**src/design/bdq_pkg.sv**
```systemverilog
// Shared sizes, codes, types and helpers for the bounded deque.
// No dependencies; every other file refers to it by scoped names.
`timescale 1ns / 1ps

package bdq_pkg;

  localparam int DEPTH  = 16;
  localparam int DATA_W = 32;
  localparam int IDX_W  = $clog2(DEPTH);
  localparam int CNT_W  = $clog2(DEPTH + 1);
  localparam int CMD_W  = 3;
  localparam int STAT_W = 2;

  typedef logic [IDX_W-1:0]  idx_t;
  typedef logic [CNT_W-1:0]  cnt_t;
  typedef logic [DATA_W-1:0] data_t;
  typedef logic [CMD_W-1:0]  cmd_t;
  typedef logic [STAT_W-1:0] stat_t;

  // Command codes
  localparam cmd_t CMD_PUSH_FRONT = 3'd0;
  localparam cmd_t CMD_PUSH_BACK  = 3'd1;
  localparam cmd_t CMD_POP_FRONT  = 3'd2;
  localparam cmd_t CMD_POP_BACK   = 3'd3;
  localparam cmd_t CMD_DELETE     = 3'd4;

  // Status codes
  localparam stat_t ST_OK      = 2'd0;
  localparam stat_t ST_FULL    = 2'd1;
  localparam stat_t ST_EMPTY   = 2'd2;
  localparam stat_t ST_MISSING = 2'd3;

  // One access to the ring store; offsets are relative to the head slot
  typedef struct packed {
    logic  we;
    idx_t  wr_off;
    idx_t  rd_off;
    data_t wdata;
  } ring_req_t;

  // Fold a sum below twice DEPTH back into the ring
  function automatic idx_t wrap_idx(input logic [IDX_W:0] sum);
    logic [IDX_W:0] folded;
    folded = (sum >= (IDX_W+1)'(DEPTH)) ? sum - (IDX_W+1)'(DEPTH) : sum;
    return folded[IDX_W-1:0];
  endfunction

endpackage

```
**src/design/bdq_if.sv**
```systemverilog
// Valid/ready channels for command words and result words.
// Depends on bdq_pkg for field types.
`timescale 1ns / 1ps

interface bdq_cmd_if;
  logic          valid;
  logic          ready;
  bdq_pkg::cmd_t command;
  bdq_pkg::data_t value;

  modport source (output valid, output command, output value, input ready);
  modport sink   (input valid, input command, input value, output ready);
endinterface

interface bdq_res_if;
  logic           valid;
  logic           ready;
  bdq_pkg::stat_t status;
  bdq_pkg::cnt_t  count;
  logic           is_empty;
  bdq_pkg::data_t front_value;
  bdq_pkg::data_t back_value;
  bdq_pkg::data_t removed_value;

  modport source (output valid, output status, output count, output is_empty,
                  output front_value, output back_value, output removed_value,
                  input ready);
  modport sink   (input valid, input status, input count, input is_empty,
                  input front_value, input back_value, input removed_value,
                  output ready);
endinterface

```
**src/design/bdq_ring.sv**
```systemverilog
// Ring store of deque entries: one write port, one registered read port,
// both addressed as offsets from the head slot. Depends on bdq_pkg.
`timescale 1ns / 1ps

module bdq_ring (
  input  logic               clk_i,
  input  bdq_pkg::idx_t      head_i,
  input  bdq_pkg::ring_req_t req_i,
  output bdq_pkg::data_t     rdata_o
);

  bdq_pkg::data_t mem_q [bdq_pkg::DEPTH];
  bdq_pkg::data_t rdata_q;
  bdq_pkg::idx_t  wr_slot;
  bdq_pkg::idx_t  rd_slot;

  // Map head-relative offsets to physical slots
  assign wr_slot = bdq_pkg::wrap_idx({1'b0, head_i} + {1'b0, req_i.wr_off});
  assign rd_slot = bdq_pkg::wrap_idx({1'b0, head_i} + {1'b0, req_i.rd_off});

  // Write and registered read
  always_ff @(posedge clk_i) begin
    if (req_i.we) begin
      mem_q[wr_slot] <= req_i.wdata;
    end
    rdata_q <= mem_q[rd_slot];
  end

  assign rdata_o = rdata_q;

endmodule

```
**src/design/bounded_deque_with_value_delete.sv**
```systemverilog
// Bounded deque with removal of the first entry matching a value.
// Depends on bdq_pkg, bdq_cmd_if / bdq_res_if and bdq_ring.
//
//   channel  dir  handshake     word contents
//   in_i     in   valid/ready   command, value
//   out_o    out  valid/ready   status, count, is_empty, front/back/removed value
//
// Inserts and refused commands pass through accept, execute and hand-off.
// Front and back removals add a fetch step (one ring read to refetch the new end) unless the deque empties.
// Remove by value walks every live entry, hit or miss: the scan reads up to
// the match and compaction moves the rest, one entry per cycle on the single
// ring read port.
// Reset clears the count and head; the ring itself needs no clearing.
// A held result does not block the next command; only a second finished
// result waits in the done state until the output register frees up.
`timescale 1ns / 1ps

module bounded_deque_with_value_delete (
  input  logic   clk_i,
  input  logic   rst_ni,
  bdq_cmd_if.sink   in_i,
  bdq_res_if.source out_o
);

  localparam logic [2:0] S_IDLE  = 3'd0;
  localparam logic [2:0] S_EXEC  = 3'd1;
  localparam logic [2:0] S_FETCH = 3'd2;
  localparam logic [2:0] S_SCAN  = 3'd3;
  localparam logic [2:0] S_SHIFT = 3'd4;
  localparam logic [2:0] S_DONE  = 3'd5;

  logic [2:0]      state_q, state_d;
  bdq_pkg::cmd_t   cmd_q, cmd_d;
  bdq_pkg::data_t  val_q, val_d;
  bdq_pkg::idx_t   head_q, head_d;
  bdq_pkg::cnt_t   count_q, count_d;
  bdq_pkg::data_t  front_q, front_d;
  bdq_pkg::data_t  back_q, back_d;
  bdq_pkg::data_t  removed_q, removed_d;
  bdq_pkg::stat_t  status_q, status_d;
  bdq_pkg::idx_t   pos_q, pos_d;
  bdq_pkg::data_t  prev_q, prev_d;
  logic            fetch_front_q, fetch_front_d;

  logic            out_valid_q, out_valid_d;
  bdq_pkg::stat_t  out_status_q, out_status_d;
  bdq_pkg::cnt_t   out_count_q, out_count_d;
  logic            out_empty_q, out_empty_d;
  bdq_pkg::data_t  out_front_q, out_front_d;
  bdq_pkg::data_t  out_back_q, out_back_d;
  bdq_pkg::data_t  out_removed_q, out_removed_d;

  bdq_pkg::ring_req_t ring_req;
  bdq_pkg::data_t     rdata;
  bdq_pkg::cnt_t      cnt_m1;
  bdq_pkg::cnt_t      cnt_m2;
  bdq_pkg::idx_t      last_pos;
  logic               is_full;
  logic               is_empty;

  bdq_ring u_ring (
    .clk_i   (clk_i),
    .head_i  (head_q),
    .req_i   (ring_req),
    .rdata_o (rdata)
  );

  assign cnt_m1   = count_q - bdq_pkg::CNT_W'(1);
  assign cnt_m2   = count_q - bdq_pkg::CNT_W'(2);
  assign last_pos = cnt_m1[bdq_pkg::IDX_W-1:0];
  assign is_full  = (count_q == bdq_pkg::CNT_W'(bdq_pkg::DEPTH));
  assign is_empty = (count_q == '0);

  assign in_i.ready = (state_q == S_IDLE);

  // Sequencer: decode, ring accesses, scan and compaction
  always_comb begin
    state_d        = state_q;
    cmd_d          = cmd_q;
    val_d          = val_q;
    head_d         = head_q;
    count_d        = count_q;
    front_d        = front_q;
    back_d         = back_q;
    removed_d      = removed_q;
    status_d       = status_q;
    pos_d          = pos_q;
    prev_d         = prev_q;
    fetch_front_d  = fetch_front_q;
    ring_req.we     = 1'b0;
    ring_req.wr_off = '0;
    ring_req.rd_off = '0;
    ring_req.wdata  = val_q;

    out_valid_d   = out_valid_q & ~out_o.ready;
    out_status_d  = out_status_q;
    out_count_d   = out_count_q;
    out_empty_d   = out_empty_q;
    out_front_d   = out_front_q;
    out_back_d    = out_back_q;
    out_removed_d = out_removed_q;

    case (state_q)
      S_IDLE: begin
        // Latch the command word
        if (in_i.valid) begin
          cmd_d   = in_i.command;
          val_d   = in_i.value;
          state_d = S_EXEC;
        end
      end

      S_EXEC: begin
        status_d  = bdq_pkg::ST_OK;
        removed_d = '0;
        state_d   = S_DONE;
        case (cmd_q)
          bdq_pkg::CMD_PUSH_FRONT: begin
            if (is_full) begin
              status_d = bdq_pkg::ST_FULL;
            end else begin
              ring_req.we     = 1'b1;
              ring_req.wr_off = bdq_pkg::IDX_W'(bdq_pkg::DEPTH - 1);
              head_d  = bdq_pkg::wrap_idx({1'b0, head_q} +
                                          (bdq_pkg::IDX_W+1)'(bdq_pkg::DEPTH - 1));
              count_d = count_q + bdq_pkg::CNT_W'(1);
              front_d = val_q;
              if (is_empty) begin
                back_d = val_q;
              end
            end
          end
          bdq_pkg::CMD_PUSH_BACK: begin
            if (is_full) begin
              status_d = bdq_pkg::ST_FULL;
            end else begin
              ring_req.we     = 1'b1;
              ring_req.wr_off = count_q[bdq_pkg::IDX_W-1:0];
              count_d = count_q + bdq_pkg::CNT_W'(1);
              back_d  = val_q;
              if (is_empty) begin
                front_d = val_q;
              end
            end
          end
          bdq_pkg::CMD_POP_FRONT: begin
            if (is_empty) begin
              status_d = bdq_pkg::ST_EMPTY;
            end else begin
              removed_d = front_q;
              head_d    = bdq_pkg::wrap_idx({1'b0, head_q} + (bdq_pkg::IDX_W+1)'(1));
              count_d   = cnt_m1;
              // Refetch the new front
              if (cnt_m1 != '0) begin
                ring_req.rd_off = bdq_pkg::IDX_W'(1);
                fetch_front_d   = 1'b1;
                state_d         = S_FETCH;
              end
            end
          end
          bdq_pkg::CMD_POP_BACK: begin
            if (is_empty) begin
              status_d = bdq_pkg::ST_EMPTY;
            end else begin
              removed_d = back_q;
              count_d   = cnt_m1;
              // Refetch the new back
              if (cnt_m1 != '0) begin
                ring_req.rd_off = cnt_m2[bdq_pkg::IDX_W-1:0];
                fetch_front_d   = 1'b0;
                state_d         = S_FETCH;
              end
            end
          end
          bdq_pkg::CMD_DELETE: begin
            if (is_empty) begin
              status_d = bdq_pkg::ST_EMPTY;
            end else begin
              ring_req.rd_off = '0;
              pos_d           = '0;
              state_d         = S_SCAN;
            end
          end
          default: ;
        endcase
      end

      S_FETCH: begin
        if (fetch_front_q) begin
          front_d = rdata;
        end else begin
          back_d = rdata;
        end
        state_d = S_DONE;
      end

      S_SCAN: begin
        // Compare the entry at pos_q, prefetch the next one
        prev_d          = rdata;
        ring_req.rd_off = bdq_pkg::wrap_idx({1'b0, pos_q} + (bdq_pkg::IDX_W+1)'(1));
        if (rdata == val_q) begin
          removed_d = rdata;
          if (pos_q == last_pos) begin
            // Match at the back: the entry before it becomes the back
            if (pos_q != '0) begin
              back_d = prev_q;
            end
            count_d = cnt_m1;
            state_d = S_DONE;
          end else begin
            state_d = S_SHIFT;
          end
        end else if (pos_q == last_pos) begin
          status_d = bdq_pkg::ST_MISSING;
          state_d  = S_DONE;
        end else begin
          pos_d = pos_q + bdq_pkg::IDX_W'(1);
        end
      end

      S_SHIFT: begin
        // Move the entry after pos_q one place toward the front
        ring_req.we     = 1'b1;
        ring_req.wr_off = pos_q;
        ring_req.wdata  = rdata;
        ring_req.rd_off = bdq_pkg::wrap_idx({1'b0, pos_q} + (bdq_pkg::IDX_W+1)'(2));
        if (pos_q == '0) begin
          front_d = rdata;
        end
        if (pos_q + bdq_pkg::IDX_W'(1) == last_pos) begin
          count_d = cnt_m1;
          state_d = S_DONE;
        end else begin
          pos_d = pos_q + bdq_pkg::IDX_W'(1);
        end
      end

      S_DONE: begin
        // Hand the result to the output register once it is free
        if (!out_valid_q || out_o.ready) begin
          out_valid_d   = 1'b1;
          out_status_d  = status_q;
          out_count_d   = count_q;
          out_empty_d   = is_empty;
          out_front_d   = is_empty ? '0 : front_q;
          out_back_d    = is_empty ? '0 : back_q;
          out_removed_d = removed_q;
          state_d       = S_IDLE;
        end
      end

      default: state_d = S_IDLE;
    endcase
  end

  // Control state
  always_ff @(posedge clk_i or negedge rst_ni) begin
    if (!rst_ni) begin
      state_q     <= S_IDLE;
      head_q      <= '0;
      count_q     <= '0;
      out_valid_q <= 1'b0;
    end else begin
      state_q     <= state_d;
      head_q      <= head_d;
      count_q     <= count_d;
      out_valid_q <= out_valid_d;
    end
  end

  // Payload registers
  always_ff @(posedge clk_i) begin
    cmd_q         <= cmd_d;
    val_q         <= val_d;
    front_q       <= front_d;
    back_q        <= back_d;
    removed_q     <= removed_d;
    status_q      <= status_d;
    pos_q         <= pos_d;
    prev_q        <= prev_d;
    fetch_front_q <= fetch_front_d;
    out_status_q  <= out_status_d;
    out_count_q   <= out_count_d;
    out_empty_q   <= out_empty_d;
    out_front_q   <= out_front_d;
    out_back_q    <= out_back_d;
    out_removed_q <= out_removed_d;
  end

  assign out_o.valid         = out_valid_q;
  assign out_o.status        = out_status_q;
  assign out_o.count         = out_count_q;
  assign out_o.is_empty      = out_empty_q;
  assign out_o.front_value   = out_front_q;
  assign out_o.back_value    = out_back_q;
  assign out_o.removed_value = out_removed_q;

  // Checks
  a_count_bound: assert property (@(posedge clk_i) disable iff (!rst_ni)
    count_q <= bdq_pkg::CNT_W'(bdq_pkg::DEPTH))
    else $error("entry count above depth");

  a_walk_in_range: assert property (@(posedge clk_i) disable iff (!rst_ni)
    (state_q == S_SCAN || state_q == S_SHIFT) |-> ({1'b0, pos_q} < count_q))
    else $error("scan position outside live entries");

  a_full_result: assert property (@(posedge clk_i) disable iff (!rst_ni)
    (out_valid_q && out_status_q == bdq_pkg::ST_FULL)
      |-> (out_count_q == bdq_pkg::CNT_W'(bdq_pkg::DEPTH)))
    else $error("full status with room left");

  a_idle_holds_count: assert property (@(posedge clk_i) disable iff (!rst_ni)
    (state_q == S_IDLE) |=> (count_q == $past(count_q)))
    else $error("count changed while idle");

endmodule
```
**src/flat_wrapper.sv**
```systemverilog
// flat-port wrapper written by rule: the top's interface ports become plain ports
module bounded_deque_with_value_delete_flat 
  (clk_i, rst_ni, in_i_valid, in_i_command, in_i_value, in_i_ready, out_o_valid, out_o_status, out_o_count, out_o_is_empty, out_o_front_value, out_o_back_value, out_o_removed_value, out_o_ready);
  bdq_cmd_if in_i_i ();
  bdq_res_if out_o_i ();
  input  logic clk_i;
  input  logic rst_ni;
  input wire logic [$bits(in_i_i.valid)-1:0] in_i_valid;
  input wire logic [$bits(in_i_i.command)-1:0] in_i_command;
  input wire logic [$bits(in_i_i.value)-1:0] in_i_value;
  output wire logic [$bits(in_i_i.ready)-1:0] in_i_ready;
  output wire logic [$bits(out_o_i.valid)-1:0] out_o_valid;
  output wire logic [$bits(out_o_i.status)-1:0] out_o_status;
  output wire logic [$bits(out_o_i.count)-1:0] out_o_count;
  output wire logic [$bits(out_o_i.is_empty)-1:0] out_o_is_empty;
  output wire logic [$bits(out_o_i.front_value)-1:0] out_o_front_value;
  output wire logic [$bits(out_o_i.back_value)-1:0] out_o_back_value;
  output wire logic [$bits(out_o_i.removed_value)-1:0] out_o_removed_value;
  input wire logic [$bits(out_o_i.ready)-1:0] out_o_ready;
  assign in_i_i.valid = in_i_valid;
  assign in_i_i.command = in_i_command;
  assign in_i_i.value = in_i_value;
  assign in_i_ready = in_i_i.ready;
  assign out_o_valid = out_o_i.valid;
  assign out_o_status = out_o_i.status;
  assign out_o_count = out_o_i.count;
  assign out_o_is_empty = out_o_i.is_empty;
  assign out_o_front_value = out_o_i.front_value;
  assign out_o_back_value = out_o_i.back_value;
  assign out_o_removed_value = out_o_i.removed_value;
  assign out_o_i.ready = out_o_ready;
  bounded_deque_with_value_delete u_core (.clk_i(clk_i), .rst_ni(rst_ni), .in_i(in_i_i), .out_o(out_o_i));
endmodule
```
**config.mk**
```make
export PLATFORM = sky130hd
export DESIGN_NAME = bounded_deque_with_value_delete_flat
export DESIGN_NICKNAME = d
export VERILOG_FILES = /design/src/design/bdq_pkg.sv /design/src/design/bdq_if.sv /design/src/design/bdq_ring.sv /design/src/design/bounded_deque_with_value_delete.sv /design/src/flat_wrapper.sv
export SDC_FILE = /design/constraint.sdc
export NUM_CORES = 1
export LEC_CHECK = 0
export BUFFER_PORTS_ARGS = -buffer_cell sky130_fd_sc_hd__buf_4
export CAP_MARGIN = 10
export CORE_MARGIN = 5
export CORE_UTILIZATION = 60
export CTS_CLUSTER_DIAMETER = 150
export DETAILED_ROUTE_END_ITERATION = 8
export HOLD_SLACK_MARGIN = 0.1
export PLACE_DENSITY = 0.78
export SYNTH_ARGS = -nofsm -noshare
export SYNTH_HDL_FRONTEND = slang
export SYNTH_HIERARCHICAL = 1
export SYNTH_SLANG_ARGS = --single-unit
```
**constraint.sdc**
```tcl
create_clock -name clk_i -period 17.9 [get_ports clk_i]
set_input_delay 3.58 -clock clk_i [delete_from_list [all_inputs] [get_ports clk_i]]
set_output_delay 3.58 -clock clk_i [all_outputs]
set_load 0.03 [all_outputs]
```
# Word-level counts from Yosys, hierarchy flattened
# Memories as Yosys holds them, arrays and structs flattened. A register that Yosys moved wholly into a read port is not among the register bits.
# Cells that the tools add are included.
word_totals:
  input_bits: 39
  out_inout_bits: 106
  memories: 1
  regBits: 287
  romBits: 0
  elab_cells: 190
  mem_bits_rw: 512
  latch_bits: 0
memory_table:
  columns: ["name", "words", "width", "read_ports", "rd_clocked_by_memory_dff", "write_ports", "line_no", "source"]
  rows:
  - ["u_core.u_ring.mem_q", 16, 32, 1, 1, 1, "bdq_ring.sv:12", "bdq_pkg::data_t mem_q [bdq_pkg::DEPTH];"]
classes:
  div: 0
  addsub: 16
  multipliers: 0
  n_bitwise: 2
  n_mux: 77
  reduce_logical: 28
  n_lt_le_gt_ge: 6
  n_eq_ne: 41
  shift: 0
op_table:
  columns: ["cell", "count"]
  rows:
  - ["32-bit 2-to-1 mux", 13]
  - ["32-bit case mux with 2 select lines", 4]
  - ["32-bit case mux with 3 select lines", 2]
  - ["4-bit 2-to-1 mux", 16]
  - ["5-bit 2-to-1 mux", 7]
  - ["32-bit == test", 1]
  - ["5-bit greater-or-equal comparator (second input constant)", 6]
  - ["5-bit case mux with 2 select lines", 3]
  - ["3-bit 2-to-1 mux", 8]
  - ["4-bit case mux with 3 select lines", 2]
  - ["4-bit by 1-bit subtractor with 4-bit output (second input constant)", 6]
  - ["2-bit != test (second input constant)", 10]
  - ["2-bit by 1-bit != test with 1-bit output (second input constant)", 9]
  - ["3-bit != test (second input constant)", 6]
  - ["3-bit case mux with 6 select lines", 1]
  - ["4-bit case mux with 2 select lines", 2]
  - ["5-bit case mux with 3 select lines", 1]
  - ["7-bit AND reduction", 2]
  - ["3-bit by 2-bit == test with 1-bit output (second input constant)", 4]
  - ["6-bit AND reduction", 2]
  - ["1-bit 2-to-1 mux", 11]
  - ["4-bit by 1-bit adder with 5-bit output (second input constant)", 2]
  - ["4-bit by 4-bit adder with 5-bit output", 2]
  - ["3-bit == test (second input constant)", 3]
  - ["other kinds (32)", 47]

# Depth between registers and ports, before layout
# Gate-level depths: netlist of the first run.
logic_depth:
  depth_word: 9
  ltp_mapped: 17

# Modules after synthesis
# Netlist of the first run, hierarchy kept.
by_module_without_submodules:
  columns: ["module", "cells_each", "area_each_um2", "seq_area_each_um2", "instances"]
  rows:
  - ["bdq_ring", 967, 20718.6, 16015.4, 1]
  - ["bounded_deque_with_value_delete", 915, 12718.4, 8553.2, 1]

# Least setup slack after synthesis of the first run
# No wires, ideal clock.
synth_path:
  kind: "input to register"
  startpoint: "in out_o_ready"
  endpoint: "reg u_core.out_back_q[0] (netlist: u_core/out_o.back_value[0]), enable pin"
  slack_ns: 9.378
  arrival_time_ns: 7.954
  path_buffers: 0
  setup_time_ns: 0.568
  stages: 2
  required_ns: 17.332
  cell_sequence: "nor2b_1 > nor2_1"
synth_via:
  elab_chain_cells: 2
synth_lines:
  columns: ["item", "line_no", "source"]
  rows:
  - ["from (decl)", "flat_wrapper.sv:19", "input wire logic [$bits(out_o_i.ready)-1:0] out_o_ready;"]
  - ["1-bit logical OR", "bounded_deque_with_value_delete.sv:240", "if (!out_valid_q || out_o.ready) begin"]
  - ["2-bit AND reduction (no source line)", null, null]
  - ["to (signal assigned)", "bounded_deque_with_value_delete.sv:286", "out_back_q <= out_back_d;"]
  - ["to (decl)", "bounded_deque_with_value_delete.sv:50", "bdq_pkg::data_t out_back_q, out_back_d;"]
# Every way passes these cells.
# A chain may end at the register's enable or synchronous reset.

==> key figures, run 1 <==
Outcome
  • Status: completed

Critical path
  • Critical path startpoint category: register
  • Worst Setup End Kind: register
  • Crit path max fanout: 69
  • Worst Path Required: 18.40 ns
  • WP data arrival: 6.73 ns
  • Crit Path Category: register to register

Global routing
  • Vias in the first global route: 18,254
  • Pin count of the biggest net entering global routing: 97
  • First-pass GRT wire length: 114,000 um
  • Global route total overflow: 0
  • GRT Util Overall: 24.9%
  • Initial antenna violation count: 0

Floorplanning
  • Die width: 246 um
  • Die Span Y: 246 um
  • Starting Density: 60.6%
  • Core area: 55,200 sq um
  • Site Rows: 86
  • Full die area: 60,600 sq um
  • Io pins: 145

Detailed routing
  • Vias after detailed routing: 18,144
  • Final WL: 75,000 um
  • Via-to-Cell Ratio: 6.37
  • DRC Markers: 0
  • Iter 0 DRT Violations: 2,131
  • Pre-Repair DR Iteration Count: 5
  • Detail Route Antenna Nets: 0
  • DR WL/cell: 26.3 um

Clock network
  • TritonCTS clock tree: built
  • Resize count post-CTS: 0
  • CTS sink count: 831
  • CTS H-tree lvls: 3
  • Clk Latency, worst-skew pair: 0.63 ns
  • Post CTS Setup Buffer Count: 0
  • CTS root buf: clkbuf_16
  • Num CTS Buffers: 80
  • Clk slew on worst S/H paths: 0.06 ns
  • CTS Hold Bufs: 0
  • Clock tree buffer depth: 3

Timing
  • Normalized max-slew margin: 12.2%
  • Fin. max-slew vios: 0
  • RSZ-0062 raised after global routing: false
  • Fin crit period: 6.23 ns
  • Setup violations, final: 0
  • Final setup margin: 11.67 ns
  • Clock skew: 0.0238 ns
  • Fin Setup TNS: 0 ns
  • Slew @ Worst Pin: 1.32 ns
  • Tcrit/Tclk final: 34.8%
  • Final hold viol count: 0
  • Fmax: 160 MHz

Power and ir drop
  • Power density cells: 211 nW/um^2
  • Max IR drop VDD: 177 uV
  • Leakage: 12.8 nW

Yosys
  • Synth top area share: 70.6%
  • Synth Instances: 1,882
  • Dominant cell type by area after synthesis: edfxtp_1
  • Synthesis-stage register bit count: 831
  • Cell with the most instances after synthesis: edfxtp_1
  • Post-synth EDFFs: 786
  • Mapped Area: 33,400 sq um
  • Seq/Total Area, Yosys: 73.5%
  • Syn Area/Cell: 17.8 sq um
  • Largest cells by area after synthesis: edfxtp_1 (71%), mux4_2 (8.6%), mux2_2 (2.2%), nand2_1 (2.1%), dfxtp_1 (1.9%)
  • Syn nets: 1,941
  • Synth top cells by count: edfxtp_1 (786), nand2_1 (186), mux4_2 (128)
  • Ys async rst share: 1.56%
  • YS warnings: 6
  • Primary FF master, synth: edfxtp_1
  • Yosys cell types: 66

Final layout
  • P&R area growth vs syn: 13.4%
  • Fillers: 3,400
  • Ratio of cells with drive above 1 in the final layout: 25.4%
  • Nets: 2,096
  • Register Area: 24,600 sq um
  • Number of inserted diodes: 0
  • Area occupied by multi-input gates: 8490 sq um

Placed design
  • Post-DP HPWL: 42,200 um
  • IO Port Bufs: 144
  • Final Wtd Congestion: 0.916
  • Dpl ws: 11.53 ns

Worst hold path
  • Worst min path class: register to register

Run
  • Max cap viols: 0
==> per-stage QoR <==
step	util, %	std cells	hold WS, ns	cell area [sq um]	power (mW)
global route	68.7	2849	0.424	37900	8.38
finish	68.7	2849	0.417	37900	7.98
floorplan	-	1882	0.400	33400	5.45
global placement	64.2	2703	0.403	35400	6.26
detailed placement	64.2	2703	0.405	35400	6.37
CTS	68.7	2849	0.419	37900	8.00
==> path summary, 6_finish.rpt <==
kind | slack (ns) | endpoint | cells after the start | start
hold reg to reg | 0.42 | u_core/out_o.removed_value[24] | 0 | u_core/removed_q[24]
hold / removal | 0.42 | u_core/out_o.removed_value[24] | 0 | u_core/removed_q[24]
min in group asynchronous | 2.80 | u_core/count_q[2] | 1 | rst_ni
max in group asynchronous | 14.91 | u_core/state_q[0] | 1 | rst_ni
setup / recovery | 11.67 | u_core/u_ring/rdata_o[28] | 16 | u_core/count_q[0]
setup reg to reg | 11.67 | u_core/u_ring/rdata_o[28] | 16 | u_core/count_q[0]
==> area by class of cell <==
class                           instances  share of cell area [%]
Clock buffer                          103                    5.59
Clock inverter                         43                    1.01
Inverter                               11                   0.109
Multi-Input combinational cell        930                    22.4
Sequential cell                       831                    64.8
Tap cell                              748                    2.47
Timing Repair Buffer                  183                    3.62
==> metal layers <==
layer / up-vias / GRT usage, % / share of wire, %
li1: 7732 / - / -
met1: 9220 / 35.5 / 39
met2: 1037 / 39.4 / 48
met3: 155 / 5.11 / 10
met4: 0 / 8.01 / 2.8
met5: - / 0 / 0
==> cell families after synthesis <==
logic type	synth area share [%]
DFF	73.5
and+or+nand+nor	5.73
muxes	11.8
AOI/OAI and AO/OA	4.74
buffers and inverters	1.67
xor gates and xnor gates	1.73
adders and majority gates	0.816
==> registers in the layout, summed over array words and instances, names as in the netlist <==
| register | cells |
|---|---|
| u_core/out_o.status | 2 |
| u_core/state_q | 3 |
| u_core/front_q | 32 |
| u_core/out_o.is_empty | 1 |
| u_core/count_q | 5 |
| u_core/pos_q | 4 |
| u_core/removed_q | 32 |
| u_core/prev_q | 32 |
| u_core/out_o.front_value | 32 |
| u_core/u_ring/mem_q | 512 |
| u_core/u_ring/rdata_o | 32 |
| u_core/cmd_q | 3 |
| u_core/val_q | 32 |
| u_core/out_o.valid | 1 |
| u_core/status_q | 2 |
| u_core/back_q | 32 |
| u_core/out_o.removed_value | 32 |
| u_core/out_o.back_value | 32 |
| u_core/out_o.count | 5 |
| u_core/fetch_front_q | 1 |
| u_core/head_q | 4 |
==> critical path, stage by stage (launching register included) <==
cell and delay, ns:
dfrtp_1 0.57, inv_1 0.13, ha_1 0.28, nor3b_4 0.20, nand2b_1 0.10, buf_4 0.45
nand2_1 0.17, a211oi_1 0.44, o21ai_0 0.17, o211ai_1 0.19, ha_4 0.76, buf_4 0.84
buf_4 0.78, mux4_2 0.59, nand2_1 0.10, a211o_1 0.17, nand3_1 0.09
==> power breakdown <==
part / switching [mW] / leakage, nW / total [mW] / internal, mW
Sequential: 0.253 / 7.59 / 3.09 / 2.84
Combinational: 1.98 / 4.01 / 3.28 / 1.30
Clock: 0.701 / 1.22 / 1.62 / 0.915
Total: 2.93 / 12.8 / 7.98 / 5.05
==> layout by cell type, fill, tap and decap left out, types with 3 or more instances in the layout <==
cell type	instances
edfxtp_1	786
nand2_1	186
buf_4	183
mux4_2	128
clkbuf_16	81
mux2_2	66
o211ai_1	65
and2_1	64
nor2_1	49
xnor2_1	49
a21oi_1	46
nand3_1	37
mux2i_1	33
a211o_1	33
a22o_1	32
dfxtp_1	32
clkbuf_1	21
ha_1	16
nor3_2	16
clkinv_2	15
clkinv_1	14
o21ai_0	12
dfrtp_1	12
nand4_1	10
inv_1	9
nand2b_1	6
a31oi_1	6
nor2b_1	6
xor2_1	6
bufinv_16	5
nor3_1	5
clkinvlp_4	4
inv_6	3
o22ai_1	3
a211oi_1	3
nor4_1	3
(Power assumes the default switching activity.)
==> run 2, diff against run 1 <==
--- a/config.mk
+++ b/config.mk
@@ -8,11 +8,11 @@
 export BUFFER_PORTS_ARGS = -buffer_cell sky130_fd_sc_hd__buf_4
 export CAP_MARGIN = 10
 export CORE_MARGIN = 5
-export CORE_UTILIZATION = 60
+export CORE_UTILIZATION = 55
 export CTS_CLUSTER_DIAMETER = 150
 export DETAILED_ROUTE_END_ITERATION = 8
 export HOLD_SLACK_MARGIN = 0.1
-export PLACE_DENSITY = 0.78
+export PLACE_DENSITY = 0.75
 export SYNTH_ARGS = -nofsm -noshare
 export SYNTH_HDL_FRONTEND = slang
 export SYNTH_HIERARCHICAL = 1
==> constraint.sdc (replaced) <==
create_clock -name clk_i -period 5.4 [get_ports clk_i]
set_input_delay 1.08 -clock clk_i [delete_from_list [all_inputs] [get_ports clk_i]]
set_output_delay 1.08 -clock clk_i [all_outputs]
set_load 0.03 [all_outputs]
==> run 2 against run 1 <==
  * Maximum frequency rose by 30%
  * Combinational power rose to 3.4 times the previous value
  * Cell count rose by 1.5%
  * Critical endpoint is now u_core/u_ring/mem_q[5][22]
==> key figures, run 2 (synthesis gave the netlist of run 1 again) <==
Outcome
  • Status: completed

Timing
  • Final hold viol count: 0
  • Tcrit/Tclk final: 88.9%
  • Clock skew: 0.0202 ns
  • Setup violations, final: 0
  • Slew @ Worst Pin: 1.19 ns
  • WHS: 0.315 ns
  • Final setup margin: 0.599 ns
  • Normalized max-slew margin: 20.1%
  • Fin crit period: 4.80 ns
  • Fmax: 208 MHz
  • RSZ-0062 raised after global routing: false
  • Fin. max-slew vios: 0

Critical path
  • Delay-heaviest family, CP: simple AND/OR/NAND/NOR gates
  • Worst Path Required: 5.66 ns
  • WP buf/inv: 2
  • CP max-delay cell: nor3_2
  • Critical path startpoint category: register
  • Max incr delay on CP: 0.84 ns
  • Crit Path Category: register to register
  • Worst R2R End: u_core/u_ring/mem_q[5][22]
  • WP data arrival: 5.06 ns
  • Reg2reg setup slack: 0.60 ns
  • Reg-to-Reg Start: u_core/count_q[0]
  • Crit path max fanout: 24
  • R2R cell count: 14
  • Critical-path cell list: inv_1 -> ha_1 -> nor3b_4 -> nand2_1 -> nand2_1 -> nor2_1 -> a21oi_1 -> o22ai_1 -> ha_1 -> a21o_1 -> a21oi_1 -> xor2_1 -> nor3_2 -> buf_4
  • Worst Setup End Kind: register

Detailed routing
  • Via-to-Cell Ratio: 6.13
  • Iter 0 DRT Violations: 1,934
  • DRC Markers: 0
  • Vias after detailed routing: 17,725
  • Detail Route Antenna Nets: 0
  • Pre-Repair DR Iteration Count: 5
  • Final WL: 73,600 um
  • DR WL/cell: 25.5 um

Floorplanning
  • Die Span Y: 257 um
  • Die width: 257 um
  • Site Rows: 90
  • Io pins: 145
  • Full die area: 65,800 sq um
  • Core area: 60,200 sq um
  • Starting Density: 55.5%

Global routing
  • Initial antenna violation count: 0
  • GRT Util Overall: 22.2%
  • Pin count of the biggest net entering global routing: 99
  • Vias in the first global route: 18,077
  • First-pass GRT wire length: 112,000 um
  • Global route total overflow: 0

Final layout
  • Commonest non-fill, non-tap cell in the layout: edfxtp_1
  • Nets: 2,103
  • Fin cells: 2,892
  • P&R area growth vs syn: 14.0%
  • Most flop-heavy register: u_core/u_ring/mem_q
  • Max reg flops: 512
  • Most frequent cells in the layout: edfxtp_1 (786), nand2_1 (186), buf_4 (184), mux4_2 (128), clkbuf_16 (83)
  • Number of inserted diodes: 0
  • Fillers: 4,038
  • Ratio of cells with drive above 1 in the final layout: 25.7%

Placed design
  • Dpl ws: 0.706 ns
  • Post-DP HPWL: 43,600 um
  • Final Wtd Congestion: 0.899
  • Placed Instances: 2,744
  • IO Port Bufs: 144

Clock network
  • Post CTS Setup Buffer Count: 0
  • CTS sink count: 831
  • Clk slew on worst S/H paths: 0.06 ns
  • CTS root buf: clkbuf_16
  • CTS H-tree lvls: 3
  • Num CTS Buffers: 79
  • CTS Hold Bufs: 0
  • Resize count post-CTS: 0
  • Clock tree buffer depth: 3
  • TritonCTS clock tree: built
  • Clk Latency, worst-skew pair: 0.61 ns

Power and ir drop
  • Power density cells: 696 nW/um^2
  • Logic pwr share: 41.4%
  • Leakage: 12.9 nW
  • Switching Fraction: 36.4%
  • Clock power frac: 20.1%
  • Internal power: 16.9 mW
  • NetSw: 9.67 mW
  • Register share of total power: 38.5%
  • Max IR drop VDD: 535 uV

Worst hold path
  • Worst min path class: input port to async pin

Run
  • Max cap viols: 0
[run 2: per-layer routing]
metal,share of wire (%),global-route usage (%),vias to the layer above
li1,-,-,7732
met4,3.1,7.78,0
met5,0,0,-
met1,40,30.4,9054
met3,8.4,5.03,133
met2,49,35.9,806
[run 2: worst max-delay path by stage]
stage                           start                         end  slack (ns)  depth (start not counted)
CTS                 u_core/count_q[0]  u_core/u_ring/mem_q[5][12]        0.63                         14
detailed placement  u_core/count_q[0]  u_core/u_ring/mem_q[5][17]        0.71                         14
global route        u_core/count_q[0]  u_core/u_ring/mem_q[5][17]        0.33                         14
global placement    u_core/count_q[0]  u_core/u_ring/mem_q[5][20]        0.83                         14
floorplan           u_core/count_q[0]   u_core/u_ring/mem_q[0][0]       -0.03                         12
finish              u_core/count_q[0]  u_core/u_ring/mem_q[5][22]        0.60                         14
[run 2: layout make-up]
type	count	area, sq um	share of cell area (%)
multi-input cells	930	8490	22.3
flip-flops and latches	831	24600	64.5
well taps	782	978	2.57
clock buffers	104	2200	5.76
clock inverters	43	313	0.821
inverters	11	41.3	0.108
repair buffers	191	1520	3.99
[run 2: power by group through the flow]
stage          logic, mW  clock network (mW)  registers (mW)
2_1_floorplan       7.45                   0            10.6
3_3_place_gp        10.7                   0            10.3
3_5_place_dp        11.0                   0            10.3
4_1_cts             11.0                5.42            10.2
5_1_grt             11.8                5.73            10.3
6_report            11.0                5.33            10.2
[run 2: metrics by stage]
| step | utilization, % | TNS (ns) | cell area [sq um] | power (mW) |
|---|---|---|---|---|
| floorplan | - | -3.99 | 33400 | 18.0 |
| global placement | 59.1 | 0 | 35600 | 21.0 |
| detailed placement | 59.1 | 0 | 35600 | 21.3 |
| CTS | 63.2 | 0 | 38100 | 26.7 |
| global route | 63.3 | 0 | 38100 | 27.9 |
| finish | 63.3 | 0 | 38100 | 26.5 |
[run 2: worst reg2reg max path, cell delays in order (launching register included)]
cell and delay (ns):
dfrtp_1 0.57, inv_1 0.13, ha_1 0.28, nor3b_4 0.20, nand2_1 0.11, nand2_1 0.14
nor2_1 0.25, a21oi_1 0.08, o22ai_1 0.28, ha_1 0.30, a21o_1 0.15, a21oi_1 0.25
xor2_1 0.32, nor3_2 0.84, buf_4 0.52
